==> config.mk <==
export PLATFORM = sky130hd
export DESIGN_NAME = life_grid_with_row_scan_top
export DESIGN_NICKNAME = d
export VERILOG_FILES = /design/src/lgrs_pkg.sv /design/src/lgrs_ctrl.sv /design/src/lgrs_dp.sv /design/src/life_grid_with_row_scan_top.sv
export SDC_FILE = /design/constraint.sdc
export NUM_CORES = 1
export LEC_CHECK = 0
export ABC_CLOCK_PERIOD_IN_PS = 7500
export BUFFER_PORTS_ARGS = -buffer_cell sky130_fd_sc_hd__buf_4
export CAP_MARGIN = 20
export CELL_PAD_IN_SITES_DETAIL_PLACEMENT = 0
export CELL_PAD_IN_SITES_GLOBAL_PLACEMENT = 2
export CORE_MARGIN = 3
export CORE_UTILIZATION = 35
export DETAILED_ROUTE_END_ITERATION = 8
export PLACE_DENSITY = 0.69
export SLEW_MARGIN = 5
export SYNTH_ARGS = -nofsm -noshare
export SYNTH_HDL_FRONTEND = slang
export SYNTH_HIERARCHICAL = 1
export SYNTH_SLANG_ARGS = --single-unit
==> constraint.sdc <==
create_clock -name clk_i -period 7.5 [get_ports clk_i]
set_input_delay 0.75 -clock clk_i [delete_from_list [all_inputs] [get_ports clk_i]]
set_output_delay 0.75 -clock clk_i [all_outputs]
set_load 0.01 [all_outputs]
==> src/lgrs_pkg.sv <==
`timescale 1ns / 1ps
`default_nettype none
package lgrs_pkg;

  localparam int GridSizeDef = 8;

  localparam int ModeW      = 2;
  localparam int LoadRowW   = 3;
  localparam int LoadBitsW  = 8;
  localparam int DriveW     = 8;
  localparam int GenLimitW  = 7;
  localparam int StillLimW  = 3;
  localparam int GenCountW  = 8;
  localparam int StillCntW  = 4;
  localparam int CfgIdxW    = 1;
  localparam int CfgDataW   = 7;
  localparam int InDataW    = 16;
  localparam int OutDataW   = 24;

  localparam logic [GenLimitW-1:0] GenLimitRst   = 7'd70;
  localparam logic [StillLimW-1:0] StillLimitRst = 3'd3;
  localparam logic [DriveW-1:0]    ColsRst       = 8'h00;
  localparam logic [DriveW-1:0]    RowsRst       = 8'hFF;
  localparam logic [DriveW-1:0]    RowBit0       = 8'h01;

  typedef enum logic [ModeW-1:0] {
    MODE_TICK = 2'd0,
    MODE_GEN  = 2'd1,
    MODE_LOAD = 2'd2,
    MODE_NONE = 2'd3
  } lgrs_mode_e;

  localparam logic [CfgIdxW-1:0] RegGenLimit   = 1'b0;
  localparam logic [CfgIdxW-1:0] RegStillLimit = 1'b1;

  typedef enum logic {
    ST_IDLE = 1'b0,
    ST_EXEC = 1'b1
  } lgrs_state_e;

  typedef struct packed {
    logic capture;
    logic execute;
  } lgrs_cmd_t;

  typedef struct packed {
    logic out_full;
  } lgrs_status_t;

endpackage
`default_nettype wire

==> src/lgrs_ctrl.sv <==
`timescale 1ns / 1ps
`default_nettype none
module lgrs_ctrl (
  input  wire logic                  clk_i,
  input  wire logic                  rst_ni,
  input  wire logic                  in_valid_i,
  output logic                       in_ready_o,
  input  wire logic                  out_ready_i,
  input  wire lgrs_pkg::lgrs_status_t status_i,
  output lgrs_pkg::lgrs_cmd_t        cmd_o
);
  import lgrs_pkg::*;

  lgrs_state_e state_q, state_d;

  always_ff @(posedge clk_i or negedge rst_ni) begin
    if (!rst_ni) begin
      state_q <= ST_IDLE;
    end else begin
      state_q <= state_d;
    end
  end

  always_comb begin
    state_d     = state_q;
    in_ready_o  = 1'b0;
    cmd_o       = '0;
    case (state_q)
      ST_IDLE: begin
        in_ready_o    = 1'b1;
        cmd_o.capture = in_valid_i;
        if (in_valid_i) begin
          state_d = ST_EXEC;
        end
      end
      ST_EXEC: begin
        // result slot must be free (or draining this cycle) before the update
        if (!status_i.out_full || out_ready_i) begin
          cmd_o.execute = 1'b1;
          state_d       = ST_IDLE;
        end
      end
      default: begin
        state_d = ST_IDLE;
      end
    endcase
  end

endmodule
`default_nettype wire

==> src/lgrs_dp.sv <==
`timescale 1ns / 1ps
`default_nettype none
module lgrs_dp #(
  parameter int GRID_SIZE = lgrs_pkg::GridSizeDef
) (
  input  wire logic                            clk_i,
  input  wire logic                            rst_ni,
  input  wire lgrs_pkg::lgrs_cmd_t             cmd_i,
  output lgrs_pkg::lgrs_status_t               status_o,
  input  wire logic                            out_ready_i,
  input  wire logic [lgrs_pkg::ModeW-1:0]      mode_i,
  input  wire logic [lgrs_pkg::LoadRowW-1:0]   load_row_i,
  input  wire logic [lgrs_pkg::LoadBitsW-1:0]  load_bits_i,
  input  wire logic                            cfg_we_i,
  input  wire logic [lgrs_pkg::CfgIdxW-1:0]    cfg_idx_i,
  input  wire logic [lgrs_pkg::CfgDataW-1:0]   cfg_wdata_i,
  output logic                                 out_valid_o,
  output logic [lgrs_pkg::DriveW-1:0]          column_drive_o,
  output logic [lgrs_pkg::DriveW-1:0]          row_drive_o,
  output logic                                 cells_changed_o,
  output logic                                 reseed_request_o
);
  import lgrs_pkg::*;

  localparam int RowW = $clog2(GRID_SIZE);
  localparam int ExtW = (GRID_SIZE > DriveW) ? GRID_SIZE : DriveW;

  function automatic logic [3:0] count8(input logic [7:0] nb);
    logic [3:0] s;
    s = '0;
    for (int k = 0; k < 8; k++) begin
      s = s + {3'b000, nb[k]};
    end
    return s;
  endfunction

  // captured item
  lgrs_mode_e               mode_q;
  logic [LoadRowW-1:0]      lrow_q;
  logic [LoadBitsW-1:0]     lbits_q;

  logic [GenLimitW-1:0]     gen_limit_q;
  logic [StillLimW-1:0]     still_limit_q;

  logic [GRID_SIZE-1:0]     grid_q [GRID_SIZE];
  logic [GRID_SIZE-1:0]     grid_next [GRID_SIZE];
  logic [GRID_SIZE+1:0]     pad [GRID_SIZE+2];
  logic [RowW-1:0]          scan_q, scan_d;
  logic [GenCountW-1:0]     gen_cnt_q, gen_cnt_d;
  logic [StillCntW-1:0]     still_cnt_q, still_cnt_d;
  logic [DriveW-1:0]        cols_q, rows_q;
  logic                     changed_q, reseed_q, out_vld_q;
  logic                     any_change, reseed_d;
  logic [ExtW-1:0]          scan_ext;

  always_ff @(posedge clk_i) begin
    if (cmd_i.capture) begin
      mode_q  <= lgrs_mode_e'(mode_i);
      lrow_q  <= load_row_i;
      lbits_q <= load_bits_i;
    end
  end

  always_ff @(posedge clk_i or negedge rst_ni) begin
    if (!rst_ni) begin
      gen_limit_q   <= GenLimitRst;
      still_limit_q <= StillLimitRst;
    end else if (cfg_we_i) begin
      case (cfg_idx_i)
        RegGenLimit:   gen_limit_q   <= cfg_wdata_i[GenLimitW-1:0];
        RegStillLimit: still_limit_q <= cfg_wdata_i[StillLimW-1:0];
        default: ;
      endcase
    end
  end

  // border of dead cells around the grid
  always_comb begin
    for (int r = 0; r < GRID_SIZE + 2; r++) begin
      pad[r] = '0;
    end
    for (int r = 0; r < GRID_SIZE; r++) begin
      pad[r+1] = {1'b0, grid_q[r], 1'b0};
    end
  end

  always_comb begin
    logic [3:0] n;
    logic       alive, live;
    any_change = 1'b0;
    for (int r = 0; r < GRID_SIZE; r++) begin
      grid_next[r] = '0;
      for (int c = 0; c < GRID_SIZE; c++) begin
        n = count8({pad[r][c], pad[r][c+1], pad[r][c+2],
                    pad[r+1][c], pad[r+1][c+2],
                    pad[r+2][c], pad[r+2][c+1], pad[r+2][c+2]});
        alive = grid_q[r][c];
        live  = (n == 4'd3) || (alive && (n == 4'd2));
        grid_next[r][c] = live;
        if (live != alive) begin
          any_change = 1'b1;
        end
      end
    end
  end

  always_comb begin
    gen_cnt_d   = gen_cnt_q + 1'b1;
    still_cnt_d = still_cnt_q;
    reseed_d    = 1'b0;
    if (gen_cnt_d > {1'b0, gen_limit_q}) begin
      gen_cnt_d = '0;
      reseed_d  = 1'b1;
    end
    if (!any_change) begin
      still_cnt_d = still_cnt_q + 1'b1;
      if (still_cnt_d > {1'b0, still_limit_q}) begin
        still_cnt_d = '0;
        gen_cnt_d   = '0;
        reseed_d    = 1'b1;
      end
    end
  end

  assign scan_ext = ExtW'(grid_q[scan_q]);
  assign scan_d   = (scan_q == RowW'(GRID_SIZE - 1)) ? '0 : scan_q + 1'b1;

  always_ff @(posedge clk_i or negedge rst_ni) begin
    if (!rst_ni) begin
      for (int r = 0; r < GRID_SIZE; r++) begin
        grid_q[r] <= '0;
      end
      scan_q      <= '0;
      gen_cnt_q   <= '0;
      still_cnt_q <= '0;
      cols_q      <= ColsRst;
      rows_q      <= RowsRst;
      changed_q   <= 1'b0;
      reseed_q    <= 1'b0;
      out_vld_q   <= 1'b0;
    end else begin
      if (cmd_i.execute) begin
        out_vld_q <= 1'b1;
        reseed_q  <= 1'b0;
        case (mode_q)
          MODE_TICK: begin
            cols_q <= scan_ext[DriveW-1:0];
            rows_q <= (32'(scan_q) < DriveW) ? ~(RowBit0 << scan_q) : RowsRst;
            scan_q <= scan_d;
          end
          MODE_GEN: begin
            grid_q      <= grid_next;
            gen_cnt_q   <= gen_cnt_d;
            still_cnt_q <= still_cnt_d;
            changed_q   <= any_change;
            reseed_q    <= reseed_d;
          end
          MODE_LOAD: begin
            if (32'(lrow_q) < GRID_SIZE) begin
              grid_q[RowW'(lrow_q)] <= GRID_SIZE'(lbits_q);
            end
          end
          default: ;
        endcase
      end else if (out_ready_i) begin
        out_vld_q <= 1'b0;
      end
    end
  end

  assign status_o.out_full = out_vld_q;
  assign out_valid_o       = out_vld_q;
  assign column_drive_o    = cols_q;
  assign row_drive_o       = rows_q;
  assign cells_changed_o   = changed_q;
  assign reseed_request_o  = reseed_q;

endmodule
`default_nettype wire

==> src/life_grid_with_row_scan_top.sv <==
`timescale 1ns / 1ps
`default_nettype none
// channel   dir  handshake                     payload
// s_axis    in   s_axis_tvalid/s_axis_tready   tuser: mode; tdata: load_row, load_bits
// m_axis    out  m_axis_tvalid/m_axis_tready   tdata: column_drive, row_drive,
//                                              cells_changed, reseed_request
// cfg       in   cfg_we_i (no handshake)       cfg_idx_i, cfg_wdata_i
//
// Each item is registered in the idle state, then the grid/scan/load update in
// the execute state writes the result register. A whole generation is evaluated
// within that single update. The next item is taken while the result waits;
// a stalled result holds the second item in the execute state.
// Reset (async, active low) kills all cells, clears counters and scan, rows 0xFF.
module life_grid_with_row_scan_top #(
  parameter int GRID_SIZE = lgrs_pkg::GridSizeDef
) (
  input  wire logic                           clk_i,
  input  wire logic                           rst_ni,
  input  wire logic                           s_axis_tvalid,
  output logic                                s_axis_tready,
  input  wire logic [lgrs_pkg::InDataW-1:0]   s_axis_tdata,  // load_row, load_bits
  input  wire logic [lgrs_pkg::ModeW-1:0]     s_axis_tuser,  // mode
  output logic                                m_axis_tvalid,
  input  wire logic                           m_axis_tready,
  // column_drive, row_drive, cells_changed, reseed_request
  output logic [lgrs_pkg::OutDataW-1:0]       m_axis_tdata,
  input  wire logic                           cfg_we_i,
  input  wire logic [lgrs_pkg::CfgIdxW-1:0]   cfg_idx_i,
  input  wire logic [lgrs_pkg::CfgDataW-1:0]  cfg_wdata_i
);
  import lgrs_pkg::*;

  lgrs_cmd_t           cmd;
  lgrs_status_t        status;
  logic [DriveW-1:0]   column_drive, row_drive;
  logic                cells_changed, reseed_request;

  lgrs_ctrl u_ctrl (
    .clk_i       (clk_i),
    .rst_ni      (rst_ni),
    .in_valid_i  (s_axis_tvalid),
    .in_ready_o  (s_axis_tready),
    .out_ready_i (m_axis_tready),
    .status_i    (status),
    .cmd_o       (cmd)
  );

  lgrs_dp #(
    .GRID_SIZE (GRID_SIZE)
  ) u_dp (
    .clk_i            (clk_i),
    .rst_ni           (rst_ni),
    .cmd_i            (cmd),
    .status_o         (status),
    .out_ready_i      (m_axis_tready),
    .mode_i           (s_axis_tuser),
    .load_row_i       (s_axis_tdata[LoadRowW-1:0]),
    .load_bits_i      (s_axis_tdata[LoadRowW+LoadBitsW-1:LoadRowW]),
    .cfg_we_i         (cfg_we_i),
    .cfg_idx_i        (cfg_idx_i),
    .cfg_wdata_i      (cfg_wdata_i),
    .out_valid_o      (m_axis_tvalid),
    .column_drive_o   (column_drive),
    .row_drive_o      (row_drive),
    .cells_changed_o  (cells_changed),
    .reseed_request_o (reseed_request)
  );

  assign m_axis_tdata = {6'b000000, reseed_request, cells_changed, row_drive, column_drive};

endmodule
`default_nettype wire
==> flow_summary.toml <==
[outcome]
outcome = "finished, final reports clean"

[worst_setup_path]
reg2reg_depth = 15
start_kind = "flop"
r2r_setup_slack_ns = 1.28
worst-endpoint-required_ns = 7.84
critPathLaunch = "u_dp/grid_q[26]"
cp_max_fo = 12
crit_end = "u_dp/gen_cnt_q[2]"
regToRegEndpoint = "u_dp/gen_cnt_q[2]"
critical_path_class = "reg2reg"
cp-end-kind = "flop"
r2r_start = "u_dp/grid_q[26]"
cp.arrival_ns = 6.56

[timing]
maxSlewHeadroom_pct = 19.3
setup_viol = 0
drv_slew = 0
min_period_over_period_pct = 82.9
skew_ns = 0.0144
period_needed_ns = 6.22
rsz0062_at_grt = "false"
tightest_slew_ns = 1.18
fin_tns_setup_ns = 0
timing.final.ws_setup_ns = 1.28
hold_violations = 0
max_freq_ghz = 0.161

[clock_tree]
htreeDepth = 4
numCtsBuffers = 17
path_clk_slew_ns = 0.07
clockRootBuffer = "clkbuf_16"
cts_resized = 0
postCtsHoldBufs = 0
clockBufferDepth = 2
cts.sinks = 122
cts_setup_buffers = 0
worstSkewPairLatency_ns = 0.46
cts_tree = "done"

[die]
dieArea_mm2 = 0.0480
rows = 77
core_area_mm2 = 0.0445
start_util_pct = 35.7
die_h_um = 219
die_w_um = 219
io_pins = 57

[logic_synthesis]
synth_flop_cell = "dfrtp_1"
synth_edf_count = 13
synth_cells = 1681
synth.distinct_cells = 82
synth.avg_cell_area_um2 = 9.45
async_flop_share_pct = 89.3
synth_area_mm2 = 0.0159
synth.top_cell.area_share_pct = 24.7
synth_top_cell_by_area = "fa_1"
synth_seq_cells = 122
ys_warn_count = 6
synth_area_leaders = "fa_1 25%, dfrtp_1 15%, ha_1 12%"
seq_area_frac_synth_pct = 19.7
yosys-top-cells-count = "288 x inv_1, 196 x fa_1, 156 x ha_1"
yosysMostFrequentCell = "inv_1"

[routing]
wl_mm = 56.4
dr_total_vias = 12938
drt-initial-drc-count = 942
drc = 0
antenna_left = 0
first_pass_iters = 6
wire_per_inst_um = 24.2
avgViaCountPerCell = 5.55

[place]
numPortBuffers = 45
dp_hpwl_mm = 44.7
place_ws_ns = 1.23
place_congestion = 0.902
dp_cells = 2298

[finish]
utilization_pct = 39.3
nNetsFinal = 2108
fin_cells = 2330
n_antenna_cell = 0
area_delta_synth_final_pct = 10.2
drive_gt1_share_pct = 8.86

[run]
drv_cap = 0

[grt]
antenna_found_initial = 1
grt_pass1_vias = 12715
grt_start_max_net_pins = 58
grtUsageTotal_pct = 24.2
overflow = 0
grt_pass1_wl_mm = 85.1

[hold_path]
holdCritPathClass = "in2async"
==> cells in the final DEF, fill, tap and decap left out, types with 14 or more instances in the layout <==
cell       instances
a21oi_1          107
and2_1            14
buf_4             66
clkbuf_16         17
dfrtp_1           96
fa_1             196
ha_1             155
inv_1            288
mux2i_1           24
mux4_2            16
nand2_1           95
nand2b_1          37
nand3_1           28
nand3b_1          17
nand4_1           19
nor2_1           102
nor2b_1           23
nor3_1            14
nor3b_1           16
nor4bb_1          21
o21ai_0           76
o22ai_1           72
==> state kept, by name (all words and copies together), names as in the netlist <==
signal / cells
u_dp/grid_q: 64
u_dp/column_drive_o: 8
u_dp/gen_cnt_q: 8
u_dp/lbits_q: 8
u_dp/row_drive_o: 8
u_dp/gen_limit_q: 7
u_dp/still_cnt_q: 4
u_dp/lrow_q: 3
u_dp/scan_q: 3
u_dp/still_limit_q: 3
u_dp/mode_q: 2
u_ctrl/state_q: 1
u_dp/cells_changed_o: 1
u_dp/out_valid_o: 1
u_dp/reseed_request_o: 1
==> metrics by stage <==
step / hold slack, ns / instance area, um^2
final: 0.370 / 17500
after global routing: 0.422 / 17500
after CTS: 0.394 / 17500
after detailed placement: 0.475 / 16900
after global placement: 0.463 / 16900
after floorplan: 0.454 / 15900
==> worst max-delay path, stage by stage (launching register included) <==
cell and delay [ns]:
dfrtp_1 0.67, fa_1 0.51, inv_1 0.08, fa_1 0.45, fa_1 0.50, inv_1 0.04, ha_1 0.19, fa_1 0.51
or3b_2 0.44, o31ai_1 0.12, o32ai_1 0.16, a2111oi_0 0.92, nand4_1 0.30, nor4_4 0.60, a21oi_2 0.26, a221o_1 0.35
==> cells by family after synthesis <==
logic type / count (synthesis) / synth area share, %
DFF: 122 / 19.7
muxes: 46 / 4.21
adders and majority gates: 352 / 37.0
and+or+nand+nor: 454 / 16.0
other: 1 / 0.0236
buffers and inverters: 335 / 8.13
AOI/OAI and AO/OA: 362 / 14.4
xor gates and xnor gates: 9 / 0.496
==> cell type report <==
type	instances	area, um^2
fillers	4571	27000
multi-input cells	1229	11500
flip-flops and latches	122	3130
inverters	289	1080
well taps	592	741
repair buffers	66	495
clock buffers	18	429
clock inverters	14	140
==> how the worst min path moves through the flow <==
stage                                 from                endpoint  slack [ns]  cells past startpoint
floorplan                           rst_ni          u_ctrl/state_q        0.45                      0
finish                              rst_ni          u_dp/scan_q[1]        0.37                      1
global route                        rst_ni          u_dp/scan_q[1]        0.42                      1
CTS                                 rst_ni          u_dp/scan_q[1]        0.39                      1
detailed placement  u_dp/column_drive_o[0]  u_dp/column_drive_o[0]        0.47                      2
global placement    u_dp/column_drive_o[5]  u_dp/column_drive_o[5]        0.46                      2
==> routing by layer <==
layer	part of all wire, %	GRT usage [%]	wire (um)	vias up
met3	4.7	3.13	2660	48
met4	1.7	5.77	977	0
met1	47	35.2	26800	6639
met2	46	38.4	26000	320
met5	0	0	0	-
li1	-	-	-	5931
Power is left out: the tool's default activity adds up to more than one toggle a clock period on the data nets, which glitch-free logic cannot reach.
